<file path="config.mk">
export PLATFORM = sky130hd
export DESIGN_NAME = enr_front
export DESIGN_NICKNAME = d
export VERILOG_FILES = /design/src/sv/enr_pkg.sv /design/src/sv/enr_front.sv
export SDC_FILE = /design/constraint.sdc
export NUM_CORES = 1
export LEC_CHECK = 0
export ABC_AREA = 1
export BUFFER_PORTS_ARGS = -buffer_cell sky130_fd_sc_hd__buf_2
export CAP_MARGIN = 5
export CORE_AREA = 2 2 39 41
export DETAILED_ROUTE_END_ITERATION = 12
export DIE_AREA = 0 0 41 43
export GPL_ROUTABILITY_DRIVEN = 1
export PLACE_DENSITY = 0.8
export RECOVER_POWER = 50
export SYNTH_ARGS = -nofsm -noshare
export SYNTH_HDL_FRONTEND = slang
export SYNTH_SLANG_ARGS = --single-unit
</file>
<file path="constraint.sdc">
create_clock -name vclk -period 1.7
set_clock_uncertainty 0.05 [all_clocks]
set_input_delay 0.34 -clock vclk [all_inputs]
set_output_delay 0.34 -clock vclk [all_outputs]
set_load 0.01 [all_outputs]
</file>
<file path="src/sv/enr_pkg.sv">
`default_nettype none
// ----------------------------------------------------------------------------
// enr_pkg
// Shared types and codes for the epsilon-move removal block: input function
// codes, register indexes, classified command format and engine states.
// ----------------------------------------------------------------------------
package enr_pkg;

  // Input function codes
  localparam logic [1:0] FUNC_CLEAR = 2'd0;
  localparam logic [1:0] FUNC_ADD   = 2'd1;
  localparam logic [1:0] FUNC_QUERY = 2'd2;

  // Register indexes on the configuration port
  localparam logic REG_NUM_STATES  = 1'b0;
  localparam logic REG_NUM_SYMBOLS = 1'b1;

  // Field widths fixed by the interface
  localparam int unsigned IDX_W  = 4;
  localparam int unsigned MASK_W = 16;
  localparam int unsigned CFG_W  = 5;

  // Command queue depth between front and back
  localparam int unsigned QUEUE_DEPTH = 2;

  // Classified command kinds
  typedef enum logic [1:0] {
    K_CLEAR,
    K_ADD_EPS,
    K_ADD_SYM,
    K_QUERY
  } kind_e;

  typedef struct packed {
    kind_e            kind;
    logic [IDX_W-1:0] src;
    logic [IDX_W-1:0] sym;
    logic [IDX_W-1:0] dst;
  } cmd_t;

  // Back-end engine states
  typedef enum logic [3:0] {
    ST_CLEAR,
    ST_IDLE,
    ST_ADD_RD,
    ST_ADD_WR,
    ST_CL_ISSUE,
    ST_CL_ABSORB,
    ST_SYM_SCAN,
    ST_EMIT
  } st_e;

endpackage
`default_nettype wire

</file>
<file path="src/sv/enr_front.sv">
`default_nettype none
// ----------------------------------------------------------------------------
// enr_front
// Input side: accepts transactions, checks indexes against the configured
// sizes and turns each useful item into a command for the queue.
// ----------------------------------------------------------------------------
module enr_front
  import enr_pkg::*;
#(
  parameter int unsigned CW  = 5,
  parameter int unsigned YCW = 5
) (
  input  wire logic                 in_valid_i,
  output      logic                 in_stall_o,
  input  wire logic [1:0]           func_i,
  input  wire logic [IDX_W-1:0]     src_state_i,
  input  wire logic [IDX_W-1:0]     symbol_i,
  input  wire logic [IDX_W-1:0]     dst_state_i,
  input  wire logic                 is_epsilon_i,
  input  wire logic [CW-1:0]        ns_i,
  input  wire logic [YCW-1:0]       nsym_i,
  input  wire logic                 q_full_i,
  input  wire logic                 busy_clear_i,
  output      logic                 push_o,
  output      cmd_t                 push_cmd_o
);

  logic accept;
  logic src_ok;
  logic dst_ok;
  logic sym_ok;
  logic keep;

  // Hold off while the queue is full or the tables are being swept
  assign in_stall_o = q_full_i | busy_clear_i;
  assign accept     = in_valid_i & ~in_stall_o;

  // Range checks against the saturated sizes
  assign src_ok = 8'(src_state_i) < 8'(ns_i);
  assign dst_ok = 8'(dst_state_i) < 8'(ns_i);
  assign sym_ok = 8'(symbol_i) < 8'(nsym_i);

  // Classify and drop items that have no effect
  always_comb begin
    keep            = 1'b0;
    push_cmd_o.kind = K_CLEAR;
    push_cmd_o.src  = src_state_i;
    push_cmd_o.sym  = symbol_i;
    push_cmd_o.dst  = dst_state_i;
    case (func_i)
      FUNC_CLEAR: begin
        keep = 1'b1;
      end
      FUNC_ADD: begin
        if (is_epsilon_i) begin
          push_cmd_o.kind = K_ADD_EPS;
          keep            = src_ok & dst_ok;
        end else begin
          push_cmd_o.kind = K_ADD_SYM;
          keep            = src_ok & dst_ok & sym_ok;
        end
      end
      FUNC_QUERY: begin
        push_cmd_o.kind = K_QUERY;
        keep            = src_ok;
      end
      default: begin
        keep = 1'b0;
      end
    endcase
  end

  assign push_o = accept & keep;

endmodule
`default_nettype wire

</file>
==> results.sh <==
export IMPL_grt_start_max_net_pins=5
export IMPL_wirelength_um=1140
export IMPL_grt_overflow=0
export IMPL_yosysMostFrequentCell="nand2_1"
export IMPL_drv_cap=0
export IMPL_critical_path_class="primary input to output port"
export IMPL_rows=14
export IMPL_synth_compound_area_share_pct=9.48
export IMPL_start_kind="primary input"
export IMPL_vias_per_cell=4.43
export IMPL_diodes=0
export IMPL_path_depth=13
export IMPL_ant_nets=0
export IMPL_antenna_found_initial=0
export IMPL_grt_pass1_wl_um=1650
export IMPL_regArea_um2=0
export IMPL_synthTopCellsByCount="nand2_1, inv_1, ha_1, buf_4, a21oi_1"
export IMPL_dp_hpwl_um=981
export IMPL_p_total_uw=177
export IMPL_period_needed_ns=1.81
export IMPL_ios=44
export IMPL_setup_ws_ns=-0.106
export IMPL_crit_chain="buf_8, inv_6, ha_4, nand2_2, inv_2, nand2_2, nand2_2, a21oi_2, nand2_1, nand2_1, nand2_1, a21oi_2, buf_2"
export IMPL_crit_path_max_incr_delay_ns=0.19
export IMPL_drive_gt1_share_pct=50.8
export IMPL_synthAdderAreaFrac_pct=32.4
export IMPL_hold_depth=2
export IMPL_dp_slack_ns=-0.159
export IMPL_netlist_area_um2=502
export IMPL_drt_pass1_iterations=4
export IMPL_synth_top_family_by_area="buffers and inverters"
export IMPL_timing_fmax_mhz=554
export IMPL_flops_and_latches=0
export IMPL_hold_viol=0
export IMPL_setup_viol=1
export IMPL_avgRoutedWirePerCell_um=8.48
export IMPL_synth_xor_area_share_pct=0
export IMPL_finalSetupTns_ns=-0.106
export IMPL_finalCritPeriodShare_pct=106
export IMPL_crit_family="simple AND/OR/NAND/NOR gates"
export IMPL_slew_violations=0
export IMPL_synth_simple_area_share_pct=23.7
export IMPL_synth_cells=84
export IMPL_violations="setup timing"
export IMPL_rsz0062_at_grt="true"
export IMPL_cp_slowest_cell="ha_4"
export IMPL_outcome="finished, violations left"
export IMPL_relSlewSlack_pct=90.8
export IMPL_vdd_drop_max_mv=0.103
export IMPL_die_w_um=41
export IMPL_yosysSeqAreaShare_pct=0
export IMPL_power_density_nw_per_um2=230
export IMPL_worst_slew_pin_slew_ns=0.137
export IMPL_cp_required_ns=1.31
export IMPL_syn_to_final_growth_pct=53.9
export IMPL_via_count=593
export IMPL_leakagePower_nw=0.457
export IMPL_avgSynthCellArea_um2=5.97
export IMPL_crit_arrival_ns=1.42
export IMPL_synth_area_top_cells="ha_1, buf_4, nand2_1"
export IMPL_synth_area_mux_share_pct=0
export IMPL_die_area_um2=1760
export IMPL_gp_congestion=0.625
export IMPL_drtIter0Drc=1
export IMPL_n_clock_buffer=0
export IMPL_cp_end_kind="output port"
export IMPL_die_height_um=43
export IMPL_grtUsageTotal_pct=12.1
export IMPL_syn_nets=125
export IMPL_ys_types=13
export IMPL_core_area_um2=1380
export IMPL_initial_core_util_pct=36.3
export IMPL_yosysTopAreaCell="ha_1"
export IMPL_grt_pass1_vias=512
export IMPL_holdCritPathClass="primary input to output port"
export IMPL_cp_num_buf_inv=4
export IMPL_post_cts_repair_setup_buffers=0
export IMPL_drc_errors=0
export IMPL_yosysWarningCount=0
export IMPL_netlist_area_leader_share_pct=32.4
export IMPL_port_buffers=44
export IMPL_nets=161
export IMPL_crit_fanout=2
cell usage in the layout (no fill, tap or decap), drive strengths merged:
| master | synthesis | final |
|---|---|---|
| nand4 | 1 | 1 |
| nor2 | 4 | 4 |
| nand3 | 2 | 2 |
| or2 | 1 | 1 |
| nand2 | 21 | 21 |
| clkbuf | 0 | 7 |
| ha | 13 | 13 |
| inv | 22 | 22 |
| a21oi | 7 | 7 |
| buf | 12 | 39 |
| o21ai | 1 | 1 |
area by class of cell:
type / instances / area [um^2]
Fill cell: 142 / 612
Timing Repair Buffer: 46 / 249
Multi-Input combinational cell: 50 / 413
Inverter: 22 / 90.1
Tap cell: 16 / 20.0
layer usage:
metal | GRT usage, % | share of wire [%] | up-vias
li1 | - | - | 308
met1 | 13.9 | 36 | 249
met2 | 24.1 | 54 | 36
met3 | 0 | 10 | 0
met4 | 0 | 0 | 0
met5 | 0 | 0 | -
kinds of logic after synthesis:
family          Yosys count
compound gates            8
fa+ha+maj                13
buf+inv                  34
simple gates             29
repair_timing:
item                                    4_1_cts  5_1_grt
endpoints found under the setup margin        1        1
pin swaps                                     3        8
hold buffers                                  0        0
gates resized for setup                      15       10
cloned                                        0        0
per-stage QoR:
stage / instances / hold slack [ns] / util (%) / instance area, um^2
4_1_cts: 134 / 0.828 / 54.5 / 754
6_report: 134 / 0.844 / 55.8 / 772
2_1_floorplan: 84 / 0.722 / - / 502
3_3_place_gp: 134 / 0.828 / 48.2 / 667
5_1_grt: 134 / 0.848 / 55.8 / 772
3_5_place_dp: 134 / 0.835 / 48.2 / 667
final timing paths:
path | start | to | slack, ns
setup / recovery | ns_i[1] | push_o | -0.11
hold / removal | dst_state_i[2] | push_cmd_o[2] | 0.84
report_power, final:
part / internal (mW) / switching, mW / leakage, nW
Combinational: 0.0869 / 0.0904 / 0.457
Clock: 0 / 0 / 0
Sequential: 0 / 0 / 0
Power figures use the tool's default switching activity.
