[src/sv/enr_pkg.sv]
`default_nettype none
// ----------------------------------------------------------------------------
// enr_pkg
// Shared types and codes for the epsilon-move removal block: input function
// codes, register indexes, classified command format and engine states.
// ----------------------------------------------------------------------------
package enr_pkg;

  // Input function codes
  localparam logic [1:0] FUNC_CLEAR = 2'd0;
  localparam logic [1:0] FUNC_ADD   = 2'd1;
  localparam logic [1:0] FUNC_QUERY = 2'd2;

  // Register indexes on the configuration port
  localparam logic REG_NUM_STATES  = 1'b0;
  localparam logic REG_NUM_SYMBOLS = 1'b1;

  // Field widths fixed by the interface
  localparam int unsigned IDX_W  = 4;
  localparam int unsigned MASK_W = 16;
  localparam int unsigned CFG_W  = 5;

  // Command queue depth between front and back
  localparam int unsigned QUEUE_DEPTH = 2;

  // Classified command kinds
  typedef enum logic [1:0] {
    K_CLEAR,
    K_ADD_EPS,
    K_ADD_SYM,
    K_QUERY
  } kind_e;

  typedef struct packed {
    kind_e            kind;
    logic [IDX_W-1:0] src;
    logic [IDX_W-1:0] sym;
    logic [IDX_W-1:0] dst;
  } cmd_t;

  // Back-end engine states
  typedef enum logic [3:0] {
    ST_CLEAR,
    ST_IDLE,
    ST_ADD_RD,
    ST_ADD_WR,
    ST_CL_ISSUE,
    ST_CL_ABSORB,
    ST_SYM_SCAN,
    ST_EMIT
  } st_e;

endpackage
`default_nettype wire

[src/sv/enr_queue.sv]
`default_nettype none
// ----------------------------------------------------------------------------
// enr_queue
// Short command FIFO that decouples the input side from the table engine.
// ----------------------------------------------------------------------------
module enr_queue
  import enr_pkg::*;
(
  input  wire logic clk_i,
  input  wire logic rst_ni,
  input  wire logic push_i,
  input  wire cmd_t push_cmd_i,
  output      logic full_o,
  input  wire logic pop_i,
  output      cmd_t head_o,
  output      logic empty_o
);

  localparam int unsigned PW = (QUEUE_DEPTH > 1) ? $clog2(QUEUE_DEPTH) : 1;
  localparam int unsigned NW = $clog2(QUEUE_DEPTH + 1);

  cmd_t          slot_q [QUEUE_DEPTH];
  logic [PW-1:0] wr_q, wr_d;
  logic [PW-1:0] rd_q, rd_d;
  logic [NW-1:0] cnt_q, cnt_d;
  logic          do_push;
  logic          do_pop;

  assign full_o  = cnt_q == NW'(QUEUE_DEPTH);
  assign empty_o = cnt_q == '0;
  assign head_o  = slot_q[rd_q];
  assign do_push = push_i & ~full_o;
  assign do_pop  = pop_i & ~empty_o;

  // Advance pointers and occupancy
  always_comb begin
    wr_d  = wr_q;
    rd_d  = rd_q;
    cnt_d = cnt_q;
    if (do_push) begin
      wr_d = (wr_q == PW'(QUEUE_DEPTH - 1)) ? '0 : wr_q + PW'(1);
    end
    if (do_pop) begin
      rd_d = (rd_q == PW'(QUEUE_DEPTH - 1)) ? '0 : rd_q + PW'(1);
    end
    case ({do_push, do_pop})
      2'b10:   cnt_d = cnt_q + NW'(1);
      2'b01:   cnt_d = cnt_q - NW'(1);
      default: cnt_d = cnt_q;
    endcase
  end

  always_ff @(posedge clk_i or negedge rst_ni) begin
    if (!rst_ni) begin
      wr_q  <= '0;
      rd_q  <= '0;
      cnt_q <= '0;
    end else begin
      wr_q  <= wr_d;
      rd_q  <= rd_d;
      cnt_q <= cnt_d;
    end
  end

  // Store commands
  always_ff @(posedge clk_i) begin
    if (do_push) begin
      slot_q[wr_q] <= push_cmd_i;
    end
  end

endmodule
`default_nettype wire

[config.mk]
export PLATFORM = sky130hd
export DESIGN_NAME = enr_queue
export DESIGN_NICKNAME = d
export VERILOG_FILES = /design/src/sv/enr_pkg.sv /design/src/sv/enr_queue.sv
export SDC_FILE = /design/constraint.sdc
export NUM_CORES = 1
export LEC_CHECK = 0
export BUFFER_PORTS_ARGS = -buffer_cell sky130_fd_sc_hd__buf_2
export CORE_MARGIN = 2
export CORE_UTILIZATION = 50
export DETAILED_ROUTE_END_ITERATION = 12
export PLACE_DENSITY_LB_ADDON = 0.08
export SYNTH_ARGS = -nofsm -noshare
export SYNTH_HDL_FRONTEND = slang
export SYNTH_SLANG_ARGS = --single-unit
export TNS_END_PERCENT = 30
[constraint.sdc]
create_clock -name clk_i -period 2.4 [get_ports clk_i]
set_clock_uncertainty 0.15 [all_clocks]
set_input_delay 0.12 -clock clk_i [delete_from_list [all_inputs] [get_ports clk_i]]
set_output_delay 0.12 -clock clk_i [all_outputs]
set_load 0.01 [all_outputs]
==> key figures <==
Finish
  – Area grow syn2layout: 32.8%
  – Storage element area: 941 um2
  – Share of layout cells above drive strength 1: 45.0%
  – Area of the multi-input gates: 284 um2
  – Fin util: 68.6%
  – ANT cells: 0
  – Post-route cell area: 1670 um2
  – # nets final: 138
  – Fillers: 171

Routing
  – Uppermost routed layer: met4
  – Drt wl/cell: 12.1 um
  – Drt first pass iters: 4
  – Routed met2 length: 852 um
  – Vias: 682
  – DRT iter0 DRCs: 20
  – Post-route ant nets: 0
  – Via/cell ratio: 4.55
  – Total Wirelength: 1820 um
  – M1 WL: 798 um
  – DRC: 0
  – Routed met3 length: 126 um

Power and ir drop
  – Pwr Density: 1040 nW/um2
  – Worst vdd ir: 0.000715 V
  – Leakage power: 0.691 nW

STA
  – Slew Limit Headroom: 47.5%
  – Setup TNS: 0 ps
  – Final setup viols: 0
  – Tcrit/Tclk final: 83.1%
  – FMAX: 501 MHz
  – Hold Vio Cnt, Final: 0
  – PnR worst setup slack: 405 ps
  – RSZ-0062 raised after global routing: false
  – Tmin final: 2000 ps
  – Worst Tran Pin Value: 787 ps
  – Max Slew Vio Count: 0

Critical path
  – Worst Setup End Kind: output pin
  – Critical path startpoint category: flop
  – Worst Path Arrival: 1730 ps
  – Reg2reg path depth: 2
  – CP max FO: 15
  – Worst EP required: 2130 ps
  – Kind of critical path: reg -> out

Yosys
  – Synth Area in Compound Gates: 0%
  – Multiplexer share of the synthesized area: 15.2%
  – Synth Area in Simple Gates: 2.89%
  – Post-Syn Instances: 62
  – Xor/xnor share of the synthesized area: 3.49%
  – Netlist cell types: 15
  – Adder-cell area share of the yosys netlist: 0.996%
  – Main combinational cell family by area after synthesis: multiplexers
  – Seq/Total Area, Yosys: 74.9%
  – Mapped cell area: 1260 um2
  – Yosys warns: 0
  – Yosys top cell by area: edfxtp_1
  – #FFs+latches synth: 32
  – Syn avg cell area: 20.3 um2
  – Commonest cells in the synthesized netlist: 28 x edfxtp_1, 9 x mux2_4, 5 x mux2_2
  – Synth area leaders: edfxtp_1 67%, mux2_4 11%, dfrtp_1 8.0%
  – EDFF count, synth: 28
  – Mapped Nets: 81
  – Synth top area share: 66.9%
  – Post-synth ARST share: 12.5%
  – Count leader, synth: edfxtp_1
  – Predominant post-synthesis flop cell: edfxtp_1

Clock network
  – Worst-path clk slew: 80 ps
  – CTS max path bufs: 2
  – Num CTS Buffers: 5
  – H-tree levels: 2
  – Clock latency at the later pin of the worst-skew pair: 320 ps
  – Root Buffer: clkbuf_4
  – Clk sink count: 32
  – CTS tree: done
  – CTS resizes: 0

Die
  – Die span in x: 54.1 um
  – Starting Density: 51.6%
  – Full die area: 2930 um2
  – Core area: 2430 um2
  – Cell Rows: 18
  – Die height: 54.1 um
  – # IOs: 34

Placement
  – RePlAce Congestion: 0.602
  – Post-place setup slack: 669 ps
  – Port Buf Inserts: 33
  – DP Area: 1440 um2
  – HPWL reported at the end of detailed placement: 1100 um

GRT
  – GRT Util Overall: 14.9%
  – Vias in the first global route: 644
  – Congestion Overflow GR: 0
  – First-pass GRT wire length: 2820 um
  – Initial antenna violation count: 0
  – Largest net degree at the start of global routing: 16

Min path
  – Hold-critical path depth: 1
  – Worst hold path class: reg -> reg

Flow run
  – Max Cap Viol: 0

Run status
  – Status: completed
## registers in the layout, indices dropped and copies added (netlist names)
signal / cells
slot_q: 28
cnt_q: 2
rd_q: 1
wr_q: 1
## timing repair
action / CTS / global route
buffers inserted: 0 / 0
hold buffers: 18 / 0
endpoints found under the hold margin: 34 / 0
## layout by cell type (no fill, tap or decap)
| master | netlist | layout |
|---|---|---|
| nand2b_1 | 1 | 1 |
| inv_1 | 1 | 1 |
| buf_4 | 1 | 1 |
| ha_1 | 1 | 1 |
| clkbuf_1 | 0 | 2 |
| xnor2_1 | 3 | 3 |
| clkbuf_4 | 0 | 5 |
| mux2_2 | 5 | 5 |
| nor2b_2 | 1 | 1 |
| dfrtp_1 | 4 | 4 |
| buf_2 | 0 | 33 |
| mux2_4 | 9 | 9 |
| nor2_1 | 3 | 3 |
| clkinv_1 | 0 | 1 |
| edfxtp_1 | 28 | 28 |
| nand2_1 | 1 | 1 |
| dlygate4sd3_1 | 0 | 18 |
| and3_1 | 1 | 1 |
| xor2_1 | 2 | 2 |
## stage by stage
stage                     std cells  hold slack (ps)  total power, mW
final                           150              359             1.73
after global routing            150              352             1.86
after CTS                       150              341             1.76
after detailed placement        124             -215             1.47
after global placement          124             -219             1.45
after floorplan                  62             -326             1.31
## final timing paths
kind / slack [ps] / startpoint / end
setup / recovery: 400 / rd_q / head_o[2]
hold reg to reg: 360 / wr_q / wr_q
max in group asynchronous: 1340 / rst_ni / wr_q
hold / removal: 360 / wr_q / wr_q
setup reg to reg: 690 / cnt_q[0] / slot_q[1][8]
min in group asynchronous: 570 / rst_ni / cnt_q[0]
## routing by layer
metal | GRT usage (%) | vias up
met5 | 0 | -
met2 | 22.1 | 27
met4 | 7.50 | 0
met3 | 7.78 | 6
li1 | - | 341
met1 | 17.8 | 308
## worst max-delay path: stages, from the launching register on
cell and delay [ps]:
dfrtp_1 860, mux2_2 410, buf_2 140
## power by group
group | total, mW | internal [mW] | switching (mW)
Clock | 0.268 | 0.112 | 0.155
Combinational | 0.587 | 0.335 | 0.252
Sequential | 0.880 | 0.770 | 0.110
Total | 1.73 | 1.22 | 0.518
## cells by family after synthesis
logic type / count (synthesis)
flip-flops: 32
multiplexers: 14
AND/OR/NAND/NOR: 7
XOR/XNOR: 5
buffers and inverters: 3
adder cells (fa/ha/maj): 1
## layout make-up
cell class              count  area share [%]
clock buffers               7            2.70
multi-input cells          27            17.0
well taps                  30            2.25
clock inverters             1           0.225
inverters                   1           0.225
flip-flops and latches     32            56.4
repair buffers             52            21.2
(Power assumes the default switching activity.)
